`src/sv/pbr_pkg.sv`:
```
// pbr_pkg: shared types, codes and helpers of the polynomial bisection root finder
// depends on nothing; imported by every other file of the block

package pbr_pkg;

	localparam int DATA_W        = 32;
	localparam int COEF_REGS     = 5;
	localparam int COEF_IDX_W    = 3;
	localparam int CFG_IDX_W     = 3;
	localparam int DEG_W         = 3;
	localparam int TOL_W         = 31;
	localparam int STATUS_W      = 3;
	localparam int ITER_W        = 6;

	localparam int DEF_MAX_DEGREE = 4;
	localparam int DEF_MAX_ITER   = 40;
	localparam int DEF_FRAC_BITS  = 16;

	// configuration register indexes
	localparam logic [CFG_IDX_W-1:0] REG_COEF_LAST = 3'd4;
	localparam logic [CFG_IDX_W-1:0] REG_DEGREE    = 3'd5;
	localparam logic [CFG_IDX_W-1:0] REG_TOL       = 3'd6;

	localparam logic signed [DATA_W-1:0] SAT_MAX = {1'b0, {(DATA_W-1){1'b1}}};
	localparam logic signed [DATA_W-1:0] SAT_MIN = {1'b1, {(DATA_W-1){1'b0}}};

	typedef enum logic [STATUS_W-1:0] {
		STAT_WIDTH      = 3'd0,
		STAT_ZERO_START = 3'd1,
		STAT_ZERO_END   = 3'd2,
		STAT_ZERO_MID   = 3'd3,
		STAT_NO_CHANGE  = 3'd4
	} status_t;

	// evaluation point of one horner pass
	typedef enum logic [1:0] {
		PT_MID   = 2'd0,
		PT_END   = 2'd1,
		PT_START = 2'd2
	} pt_t;

	typedef enum logic [2:0] {
		S_IDLE,
		S_MID,
		S_INIT,
		S_MUL,
		S_ADD,
		S_DECIDE,
		S_FIN
	} state_t;

	typedef struct packed {
		logic neg;
		logic zero;
	} sgn_t;

	typedef struct packed {
		logic                  load_in;
		logic                  calc_mid;
		logic                  eval_init;
		logic                  save_sign;
		logic                  mul;
		logic                  add;
		logic                  decide;
		logic                  load_out;
		pt_t                   pt;
		logic [COEF_IDX_W-1:0] cidx;
	} cmd_t;

	typedef struct packed {
		logic                  stop;
		logic [COEF_IDX_W-1:0] eff_deg;
	} stat_t;

	function automatic sgn_t sign_of(input logic signed [DATA_W-1:0] v);
		sgn_t s;
		s.neg  = v[DATA_W-1];
		s.zero = (v == '0);
		return s;
	endfunction

	function automatic logic opposite(input sgn_t a, input sgn_t b);
		return !a.zero && !b.zero && (a.neg != b.neg);
	endfunction

	// saturating add of two signed words
	function automatic logic signed [DATA_W-1:0] sat_add(
		input logic signed [DATA_W-1:0] a,
		input logic signed [DATA_W-1:0] b
	);
		logic signed [DATA_W:0] s;
		s = {a[DATA_W-1], a} + {b[DATA_W-1], b};
		if (s[DATA_W] != s[DATA_W-1]) begin
			return s[DATA_W] ? SAT_MIN : SAT_MAX;
		end
		return s[DATA_W-1:0];
	endfunction

endpackage

```
`src/sv/pbr_if.sv`:
```
// pbr_if: valid/ready channel interfaces for the interval request and the root result
// depends on pbr_pkg

interface pbr_in_if import pbr_pkg::*; ();
	logic                     valid;
	logic                     ready;
	logic signed [DATA_W-1:0] interval_start;
	logic signed [DATA_W-1:0] interval_end;

	modport source (output valid, output interval_start, output interval_end, input ready);
	modport sink   (input valid, input interval_start, input interval_end, output ready);
endinterface

interface pbr_out_if import pbr_pkg::*; ();
	logic                     valid;
	logic                     ready;
	logic signed [DATA_W-1:0] root;
	logic [STATUS_W-1:0]      status;
	logic [ITER_W-1:0]        iterations;

	modport source (output valid, output root, output status, output iterations, input ready);
	modport sink   (input valid, input root, input status, input iterations, output ready);
endinterface

```
`src/sv/polynomial_bisection_root.sv`:
```
// polynomial_bisection_root: top level of the fixed-point bisection root finder
// depends on pbr_pkg, pbr_if, pbr_dp and pbr_ctrl
//
// channel   dir  payload                              handshake
// req       in   interval_start, interval_end (Q16)   valid/ready
// rsp       out  root (Q16), status, iterations       valid/ready
// cfg       in   cfg_index, cfg_data                  cfg_we, no wait
//
// one item at a time; a pass computes the midpoint, runs three horner evaluations
// of d multiply/add steps each on one shared 32x32 multiplier for effective
// degree d, and ends in a decision; an item takes up to MAX_ITER passes
// a finished result sits in the output register; the next request is taken
// while it waits, and the following result stalls only if it is still not taken
// arst_n clears the sequencer and loads register reset values

module polynomial_bisection_root import pbr_pkg::*; #(
	parameter int MAX_DEGREE = DEF_MAX_DEGREE,
	parameter int MAX_ITER   = DEF_MAX_ITER,
	parameter int FRAC_BITS  = DEF_FRAC_BITS
) (
	input  logic                 clk,
	input  logic                 arst_n,
	input  logic                 cfg_we,
	input  logic [CFG_IDX_W-1:0] cfg_index,
	input  logic [DATA_W-1:0]    cfg_data,
	pbr_in_if.sink               req,
	pbr_out_if.source            rsp
);

	cmd_t  cmd;
	stat_t stat;

	// sequencer: pass counter, point select, coefficient index, result valid
	pbr_ctrl #(
		.MAX_ITER (MAX_ITER)
	) u_ctrl (
		.clk        (clk),
		.arst_n     (arst_n),
		.req_valid  (req.valid),
		.req_ready  (req.ready),
		.rsp_valid  (rsp.valid),
		.rsp_ready  (rsp.ready),
		.iterations (rsp.iterations),
		.cmd        (cmd),
		.stat       (stat)
	);

	// datapath: interval, horner unit, sign tests, result payload
	pbr_dp #(
		.MAX_DEGREE (MAX_DEGREE),
		.FRAC_BITS  (FRAC_BITS)
	) u_dp (
		.clk            (clk),
		.arst_n         (arst_n),
		.cfg_we         (cfg_we),
		.cfg_index      (cfg_index),
		.cfg_data       (cfg_data),
		.interval_start (req.interval_start),
		.interval_end   (req.interval_end),
		.cmd            (cmd),
		.stat           (stat),
		.root           (rsp.root),
		.status         (rsp.status)
	);

	// a transfer on req starts the search, so ready drops for the next cycle
	a_busy_after_req: assert property (@(posedge clk) disable iff (!arst_n)
		req.valid && req.ready |=> !req.ready)
		else $error("request taken while a search was starting");

	// a result only appears out of a running search
	a_rsp_from_search: assert property (@(posedge clk) disable iff (!arst_n)
		$rose(rsp.valid) |-> $past(!req.ready))
		else $error("result raised without a search");

	// only defined status codes leave the block
	a_status_code: assert property (@(posedge clk) disable iff (!arst_n)
		rsp.valid |-> rsp.status <= STAT_NO_CHANGE)
		else $error("undefined status code on result");

	// the load strobes of the horner unit never coincide
	a_cmd_excl: assert property (@(posedge clk) disable iff (!arst_n)
		$onehot0({cmd.load_in, cmd.calc_mid, cmd.eval_init, cmd.mul, cmd.add, cmd.decide}))
		else $error("conflicting datapath commands");

endmodule

```
`src/sv/pbr_dp.sv`:
```
// pbr_dp: datapath of the bisection root finder; config registers, interval,
// horner multiply/accumulate unit, sign tests and result registers; uses pbr_pkg

module pbr_dp import pbr_pkg::*; #(
	parameter int MAX_DEGREE = DEF_MAX_DEGREE,
	parameter int FRAC_BITS  = DEF_FRAC_BITS
) (
	input  logic                     clk,
	input  logic                     arst_n,
	input  logic                     cfg_we,
	input  logic [CFG_IDX_W-1:0]     cfg_index,
	input  logic [DATA_W-1:0]        cfg_data,
	input  logic signed [DATA_W-1:0] interval_start,
	input  logic signed [DATA_W-1:0] interval_end,
	input  cmd_t                     cmd,
	output stat_t                    stat,
	output logic signed [DATA_W-1:0] root,
	output logic [STATUS_W-1:0]      status
);

	localparam int DEG_LIM = (MAX_DEGREE < COEF_REGS - 1) ? MAX_DEGREE : COEF_REGS - 1;
	localparam logic [DEG_W-1:0] DEG_LIM_V = DEG_W'(DEG_LIM);

	logic signed [DATA_W-1:0]   coef_q [COEF_REGS];
	logic [DEG_W-1:0]           deg_q;
	logic [TOL_W-1:0]           tol_q;

	logic signed [DATA_W-1:0]   xs_q, xe_q, xm_q, x_q, acc_q;
	logic signed [2*DATA_W-1:0] prod_q;
	sgn_t                       sgn_m_q, sgn_e_q;
	logic signed [DATA_W-1:0]   res_root_q, root_q;
	status_t                    res_status_q, status_q;

	logic [DEG_W-1:0]           eff_deg;
	logic signed [DATA_W:0]     mid_sum;
	logic signed [2*DATA_W-1:0] shifted;
	logic signed [DATA_W-1:0]   prod_sat;
	logic signed [DATA_W-1:0]   acc_nxt;

	sgn_t                       ss;
	logic                       brk;
	status_t                    code;
	logic signed [DATA_W-1:0]   brk_root, nxs, nxe;
	logic signed [DATA_W:0]     width;
	logic                       narrow;

	// configuration registers
	always_ff @(posedge clk or negedge arst_n) begin
		if (!arst_n) begin
			for (int i = 0; i < COEF_REGS; i++) begin
				coef_q[i] <= '0;
			end
			deg_q <= DEG_W'(4);
			tol_q <= TOL_W'(1);
		end else if (cfg_we) begin
			if (cfg_index <= REG_COEF_LAST) begin
				coef_q[cfg_index] <= cfg_data;
			end else if (cfg_index == REG_DEGREE) begin
				deg_q <= cfg_data[DEG_W-1:0];
			end else if (cfg_index == REG_TOL) begin
				tol_q <= cfg_data[TOL_W-1:0];
			end
		end
	end

	always_comb begin
		if (deg_q == '0) begin
			eff_deg = DEG_W'(1);
		end else if (deg_q > DEG_LIM_V) begin
			eff_deg = DEG_LIM_V;
		end else begin
			eff_deg = deg_q;
		end
	end

	// floor midpoint from the exact sum
	assign mid_sum = {xs_q[DATA_W-1], xs_q} + {xe_q[DATA_W-1], xe_q};

	// horner step: floor shift, saturate, saturating add of coefficient
	assign shifted = prod_q >>> FRAC_BITS;

	always_comb begin
		if ((&shifted[2*DATA_W-1:DATA_W-1]) || !(|shifted[2*DATA_W-1:DATA_W-1])) begin
			prod_sat = shifted[DATA_W-1:0];
		end else begin
			prod_sat = shifted[2*DATA_W-1] ? SAT_MIN : SAT_MAX;
		end
		acc_nxt = sat_add(prod_sat, coef_q[cmd.cidx]);
	end

	// sign tests of one pass; acc holds the start value here
	always_comb begin
		ss       = sign_of(acc_q);
		brk      = 1'b0;
		code     = STAT_WIDTH;
		brk_root = xm_q;
		nxs      = xs_q;
		nxe      = xe_q;
		if (opposite(ss, sgn_m_q)) begin
			nxe = xm_q;
		end else if (opposite(sgn_m_q, sgn_e_q)) begin
			nxs = xm_q;
		end else begin
			brk = 1'b1;
			if (ss.zero) begin
				code     = STAT_ZERO_START;
				brk_root = xs_q;
			end else if (sgn_e_q.zero) begin
				code     = STAT_ZERO_END;
				brk_root = xe_q;
			end else if (sgn_m_q.zero) begin
				code = STAT_ZERO_MID;
			end else begin
				code = STAT_NO_CHANGE;
			end
		end
		width  = {nxe[DATA_W-1], nxe} - {nxs[DATA_W-1], nxs};
		narrow = width < $signed({2'b00, tol_q});
	end

	always_ff @(posedge clk) begin
		if (cmd.load_in) begin
			xs_q <= interval_start;
			xe_q <= interval_end;
		end
		if (cmd.calc_mid) begin
			xm_q <= mid_sum[DATA_W:1];
		end
		if (cmd.save_sign) begin
			if (cmd.pt == PT_END) begin
				sgn_m_q <= sign_of(acc_q);
			end else begin
				sgn_e_q <= sign_of(acc_q);
			end
		end
		if (cmd.eval_init) begin
			acc_q <= coef_q[0];
			case (cmd.pt)
				PT_MID:   x_q <= xm_q;
				PT_END:   x_q <= xe_q;
				PT_START: x_q <= xs_q;
				default:  x_q <= xm_q;
			endcase
		end else if (cmd.add) begin
			acc_q <= acc_nxt;
		end
		if (cmd.mul) begin
			prod_q <= acc_q * x_q;
		end
		if (cmd.decide) begin
			xs_q         <= nxs;
			xe_q         <= nxe;
			res_root_q   <= brk ? brk_root : xm_q;
			res_status_q <= brk ? code : STAT_WIDTH;
		end
		if (cmd.load_out) begin
			root_q   <= res_root_q;
			status_q <= res_status_q;
		end
	end

	assign stat.stop    = brk || narrow;
	assign stat.eff_deg = eff_deg;
	assign root         = root_q;
	assign status       = status_q;

endmodule

```
`src/sv/pbr_ctrl.sv`:
```
// pbr_ctrl: sequencer of the bisection root finder; pass, point and coefficient
// counters, handshakes and result valid; uses pbr_pkg

module pbr_ctrl import pbr_pkg::*; #(
	parameter int MAX_ITER = DEF_MAX_ITER
) (
	input  logic              clk,
	input  logic              arst_n,
	input  logic              req_valid,
	output logic              req_ready,
	output logic              rsp_valid,
	input  logic              rsp_ready,
	output logic [ITER_W-1:0] iterations,
	output cmd_t              cmd,
	input  stat_t             stat
);

	localparam int PASS_W = $clog2(MAX_ITER + 1);
	localparam logic [PASS_W-1:0] PASS_CAP = PASS_W'(MAX_ITER);

	state_t                state_q, state_d;
	logic [PASS_W-1:0]     pass_q, pass_d;
	pt_t                   pt_q, pt_d;
	logic [COEF_IDX_W-1:0] k_q, k_d;
	logic                  out_valid_q, out_valid_d;
	logic [ITER_W-1:0]     iter_q;

	always_ff @(posedge clk or negedge arst_n) begin
		if (!arst_n) begin
			state_q     <= S_IDLE;
			pass_q      <= '0;
			pt_q        <= PT_MID;
			k_q         <= '0;
			out_valid_q <= 1'b0;
		end else begin
			state_q     <= state_d;
			pass_q      <= pass_d;
			pt_q        <= pt_d;
			k_q         <= k_d;
			out_valid_q <= out_valid_d;
		end
	end

	always_ff @(posedge clk) begin
		if (cmd.load_out) begin
			iter_q <= ITER_W'(pass_q);
		end
	end

	always_comb begin
		state_d     = state_q;
		pass_d      = pass_q;
		pt_d        = pt_q;
		k_d         = k_q;
		out_valid_d = out_valid_q && !rsp_ready;
		req_ready   = 1'b0;
		cmd         = '0;
		cmd.pt      = pt_q;
		cmd.cidx    = k_q;
		case (state_q)
			S_IDLE: begin
				req_ready = 1'b1;
				if (req_valid) begin
					cmd.load_in = 1'b1;
					pass_d      = '0;
					state_d     = S_MID;
				end
			end
			S_MID: begin
				cmd.calc_mid = 1'b1;
				pass_d       = pass_q + 1'b1;
				pt_d         = PT_MID;
				state_d      = S_INIT;
			end
			S_INIT: begin
				cmd.eval_init = 1'b1;
				// previous point's value is still in the accumulator
				cmd.save_sign = (pt_q != PT_MID);
				k_d           = COEF_IDX_W'(1);
				state_d       = S_MUL;
			end
			S_MUL: begin
				cmd.mul = 1'b1;
				state_d = S_ADD;
			end
			S_ADD: begin
				cmd.add = 1'b1;
				if (k_q == stat.eff_deg) begin
					case (pt_q)
						PT_MID: begin
							pt_d    = PT_END;
							state_d = S_INIT;
						end
						PT_END: begin
							pt_d    = PT_START;
							state_d = S_INIT;
						end
						default: begin
							state_d = S_DECIDE;
						end
					endcase
				end else begin
					k_d     = k_q + 1'b1;
					state_d = S_MUL;
				end
			end
			S_DECIDE: begin
				cmd.decide = 1'b1;
				if (stat.stop || pass_q >= PASS_CAP) begin
					state_d = S_FIN;
				end else begin
					state_d = S_MID;
				end
			end
			S_FIN: begin
				if (!out_valid_q || rsp_ready) begin
					cmd.load_out = 1'b1;
					out_valid_d  = 1'b1;
					state_d      = S_IDLE;
				end
			end
			default: begin
				state_d = S_IDLE;
			end
		endcase
	end

	assign rsp_valid  = out_valid_q;
	assign iterations = iter_q;

endmodule
```
`src/flat_wrapper.sv`:
```
// flat-port wrapper written by rule: the top's interface ports become plain ports
module polynomial_bisection_root_flat import pbr_pkg::*;
#(
	parameter int MAX_DEGREE = DEF_MAX_DEGREE,
	parameter int MAX_ITER   = DEF_MAX_ITER,
	parameter int FRAC_BITS  = DEF_FRAC_BITS
)
  (clk, arst_n, cfg_we, cfg_index, cfg_data, req_valid, req_interval_start, req_interval_end, req_ready, rsp_valid, rsp_root, rsp_status, rsp_iterations, rsp_ready);
  pbr_in_if req_i ();
  pbr_out_if rsp_i ();
  input  logic clk;
  input  logic arst_n;
  input  logic cfg_we;
  input  logic [CFG_IDX_W-1:0] cfg_index;
  input  logic [DATA_W-1:0] cfg_data;
  input wire logic [$bits(req_i.valid)-1:0] req_valid;
  input wire logic [$bits(req_i.interval_start)-1:0] req_interval_start;
  input wire logic [$bits(req_i.interval_end)-1:0] req_interval_end;
  output wire logic [$bits(req_i.ready)-1:0] req_ready;
  output wire logic [$bits(rsp_i.valid)-1:0] rsp_valid;
  output wire logic [$bits(rsp_i.root)-1:0] rsp_root;
  output wire logic [$bits(rsp_i.status)-1:0] rsp_status;
  output wire logic [$bits(rsp_i.iterations)-1:0] rsp_iterations;
  input wire logic [$bits(rsp_i.ready)-1:0] rsp_ready;
  assign req_i.valid = req_valid;
  assign req_i.interval_start = req_interval_start;
  assign req_i.interval_end = req_interval_end;
  assign req_ready = req_i.ready;
  assign rsp_valid = rsp_i.valid;
  assign rsp_root = rsp_i.root;
  assign rsp_status = rsp_i.status;
  assign rsp_iterations = rsp_i.iterations;
  assign rsp_i.ready = rsp_ready;
  polynomial_bisection_root #(.MAX_DEGREE(MAX_DEGREE), .MAX_ITER(MAX_ITER), .FRAC_BITS(FRAC_BITS)) u_core (.clk(clk), .arst_n(arst_n), .cfg_we(cfg_we), .cfg_index(cfg_index), .cfg_data(cfg_data), .req(req_i), .rsp(rsp_i));
endmodule
```
`config.mk`:
```
export PLATFORM = sky130hd
export DESIGN_NAME = polynomial_bisection_root_flat
export DESIGN_NICKNAME = d
export VERILOG_FILES = /design/src/sv/pbr_pkg.sv /design/src/sv/pbr_if.sv /design/src/sv/polynomial_bisection_root.sv /design/src/sv/pbr_dp.sv /design/src/sv/pbr_ctrl.sv /design/src/flat_wrapper.sv
export SDC_FILE = /design/constraint.sdc
export NUM_CORES = 2
export LEC_CHECK = 0
export ABC_AREA = 0
export BUFFER_PORTS_ARGS = -buffer_cell sky130_fd_sc_hd__buf_2
export CAP_MARGIN = 20
export CORE_ASPECT_RATIO = 2
export CORE_MARGIN = 4
export CORE_UTILIZATION = 47
export DETAILED_ROUTE_END_ITERATION = 6
export PLACE_DENSITY_LB_ADDON = 0.15
export SKIP_LAST_GASP = 1
export SYNTH_ARGS = -nofsm -noshare
export SYNTH_HDL_FRONTEND = slang
export SYNTH_SLANG_ARGS = --single-unit
```
`constraint.sdc`:
```
create_clock -name clk -period 19.8 [get_ports clk]
set_input_delay 1.98 -clock clk [delete_from_list [all_inputs] [get_ports clk]]
set_output_delay 1.98 -clock clk [all_outputs]
set_load 0.01 [all_outputs]
```
==> key figures <==
Run status
  – Status: finished, final reports clean

Clock tree
  – Gates resized, CTS repair: 0
  – CTS tree: built
  – Setup Buffers After CTS: 0
  – CTS max path bufs: 3
  – TritonCTS Buffers: 43
  – Post-CTS Hold Fix Bufs: 0
  – Clock transition at path regs: about 70 ps
  – Worst skew pair latency: approximately 640 ps
  – CTS sink cnt: 497
  – H-tree lvl count: 2
  – Clk Tree Root Cell: clkbuf_16

STA
  – Skew final: 38.8 ps
  – Final Max Tran Viols: 0
  – Slew @ Worst Pin: 1180 ps
  – Hold slack: just over 400 ps
  – Relative slew slack: 20.6%
  – Max Fclk: 0.0999 GHz
  – Crit share post-route: between 50 and 60%
  – Final worst slack: 9790 ps
  – Finish-stage setup viols: 0
  – Final Hold Viols: 0
  – Unrepaired setup endpoints after global routing: false
  – Min Clock Period, post-route: 10010 ps
  – Final setup TNS: 0 ps

Floorplanning
  – Vert. Die Dim: roughly 520 um
  – Initial core utilization: 47.3%
  – Placeable Area: 0.131 mm2
  – Total Die Area: 0.138 mm2
  – Chip Width: 265 um
  – Num ports: 147
  – # rows: 188

Placement
  – Post-Place Cells: a little under 8000
  – Detailed Place HPWL: ~150000 um
  – RD Place Congestion: 0.953
  – Number of port buffers: 146
  – Place WS: 9870 ps

Setup path
  – CP max FO: 33
  – Startpoint types: flop
  – CP max stage cell: a211oi_1
  – Cell mode on critical path: fa_1
  – WS Path Type: flop to flop
  – CP Data Arrival Time: 10360 ps
  – Crit end category: flop
  – Worst Path Required: 20150 ps
  – CP max stage delay: between 900 and 1000 ps

Route
  – Drt drc: 0
  – Post-DR vias/cell: 5.62
  – Post-detailed-route wirelength per cell: 23.8 um
  – Post-Route WL: 190000 um
  – Post-DRT Antenna Nets: 0
  – 1st-iter DRT viols: 2622
  – Via count: 44800
  – DR pass1 iterations: 5

Yosys
  – Most numerous cell in the Yosys netlist: inv_1
  – Synth area leader: fa_1
  – Synthesized instance count: roughly 6200
  – Synth area leaders: fa_1 (35%), edfxtp_1 (14%), dfrtp_1 (8.3%), inv_1 (6.6%), ha_1 (6.1%)
  – Post-synthesis net count: roughly 7700
  – Post-Syn Area: 0.0621 mm2
  – Post-synth cell types: 85
  – Post-synth EDFFs: 288
  – Synth async-reset ratio: 42.1%
  – Post-synthesis sequential area ratio: 22.4%
  – Commonest cells post-synth: inv_1 (1099), fa_1 (1084), nand2_1 (857), and2_1 (357), ha_1 (305)
  – Synth warnings: 0
  – Synth top area share: 35.0%
  – Flops & latches, synth: 497
  – Post-synth top flop: edfxtp_1
  – Syn avg cell area: ~9.9 um2

Final layout
  – Multi-input gate area: between 0.04 and 0.05 mm2
  – FILL cells: 12300
  – Nets: 7704
  – Final Non-Filler Cells: 7959
  – Syn-to-layout area delta: 6.27%
  – Share of post-route cells with drive strength above 1: a little under a tenth
  – FF+latch area: between 0.01 and 0.015 mm2

Global routing
  – Antenna violations before repair: 4
  – Vias in the first global route: 49000
  – Grt total ovfl: 0
  – First-pass GRT wire length: 291000 um
  – Largest net degree at the start of global routing: 75
  – Total GRT Usage: 27.6%

Flow run
  – Max-cap violations: 0

Min path
  – Hold Path Class: flop to flop
[final timing paths]
path / start / endpoint / slack, ps / cells after the start
setup / recovery: u_core.u_dp.acc_q[20] / u_core.u_dp.prod_q[63] / 9790 / 29
hold / removal: u_core.u_dp.res_root_q[7] / u_core.u_dp.root[7] / 410 / 0
setup reg to reg: u_core.u_dp.acc_q[20] / u_core.u_dp.prod_q[63] / 9790 / 29
hold reg to reg: u_core.u_dp.res_root_q[7] / u_core.u_dp.root[7] / 410 / 0
max in group asynchronous: arst_n / u_core.u_dp.coef_q[50] / 17060 / 2
min in group asynchronous: arst_n / u_core.u_ctrl.pass_q[5] / 1330 / 1
[sequential cells by signal (all words and copies together) (netlist names), 6 cells and up, named ones only]
name                      flops
u_core.u_dp.coef_q          160
u_core.u_dp.xe_q             30
u_core.u_dp.x_q              32
u_core.u_dp.root             32
u_core.u_ctrl.iterations      6
u_core.u_dp.tol_q            31
u_core.u_dp.prod_q           48
u_core.u_dp.xm_q             32
u_core.u_dp.xs_q             32
u_core.u_ctrl.pass_q          6
u_core.u_dp.res_root_q       32
u_core.u_dp.acc_q            32
[cells by family (layout without fill, tap and decap cells)]
| kind of cell | Yosys count | after routing | share of synthesized area (%) |
|---|---|---|---|
| adders and majority gates | 1389 | 1389 | 41.1 |
| other | 0 | 3 | 0 |
| and+or+nand+nor | 1722 | 1722 | 12.7 |
| AOI/OAI and AO/OA | 767 | 767 | 7.78 |
| buffers and inverters | 1427 | 1430 | 8.69 |
| DFF | 497 | 497 | 22.4 |
| muxes | 312 | 312 | 5.47 |
| xor gates and xnor gates | 129 | 129 | 1.83 |
[metrics by stage]
stage          cell area, um2  util, %
2_1_floorplan           62100        -
3_3_place_gp            64500     49.2
3_5_place_dp            64500     49.2
4_1_cts                 65900     50.2
5_1_grt                 65900     50.2
6_report                65900     50.2
[worst max-delay path, delay by kind of cell, from the launching register on]
family / cells / cell delay (ps)
buf+inv: 6 / 790
compound gates: 8 / 3080
flops: 1 / 320
xor+xnor: 1 / 140
fa+ha+maj: 9 / 4560
simple gates: 5 / 830
[area by class of cell]
cell class / count / area share, %
multi-input cells: 4319 / 65.0
flip-flops and latches: 497 / 21.1
inverters: 1102 / 6.27
well taps: 1710 / 3.24
repair buffers: 248 / 2.28
clock buffers: 51 / 1.74
clock inverters: 29 / 0.393
diodes: 3 / 0.0114
[per-layer routing]
metal / GRT usage, % / share of wire (%) / vias to the layer above
li1: - / - / 19500
met1: 30.1 / 34 / 23200
met2: 52.0 / 54 / 1512
met3: 2.12 / 4.0 / 551
met4: 16.6 / 7.5 / 0
met5: 0 / 0 / -
[cells in the final DEF (no fill, tap or decap), drive strengths merged, types with 6 or more instances in the layout]
master,synthesis,layout
a21o,81,81
ha,305,305
clkbuf,287,52
o31ai,11,11
nor2b,30,30
nand4,21,21
a311oi,9,9
edfxtp,288,288
nor3,52,52
or3,9,9
xor2,31,31
o22ai,71,71
xnor2,98,98
o21bai,15,15
nand2b,28,28
o21ai,146,146
a31oi,16,16
a22oi,36,36
nor4,14,14
and2,357,357
o21a,41,41
clkinv,2,19
o211ai,7,7
a21oi,251,251
buf,38,247
nand3,36,36
a211oi,21,21
nor2,283,283
fa,1084,1084
nand2,857,857
a211o,6,6
dfrtp,207,207
and3,10,10
nor3b,8,8
inv,1100,1109
mux2,219,219
mux2i,93,93
Power is not shown: default switching activity piles up to over one toggle a cycle in this logic, so the estimate is an artifact.
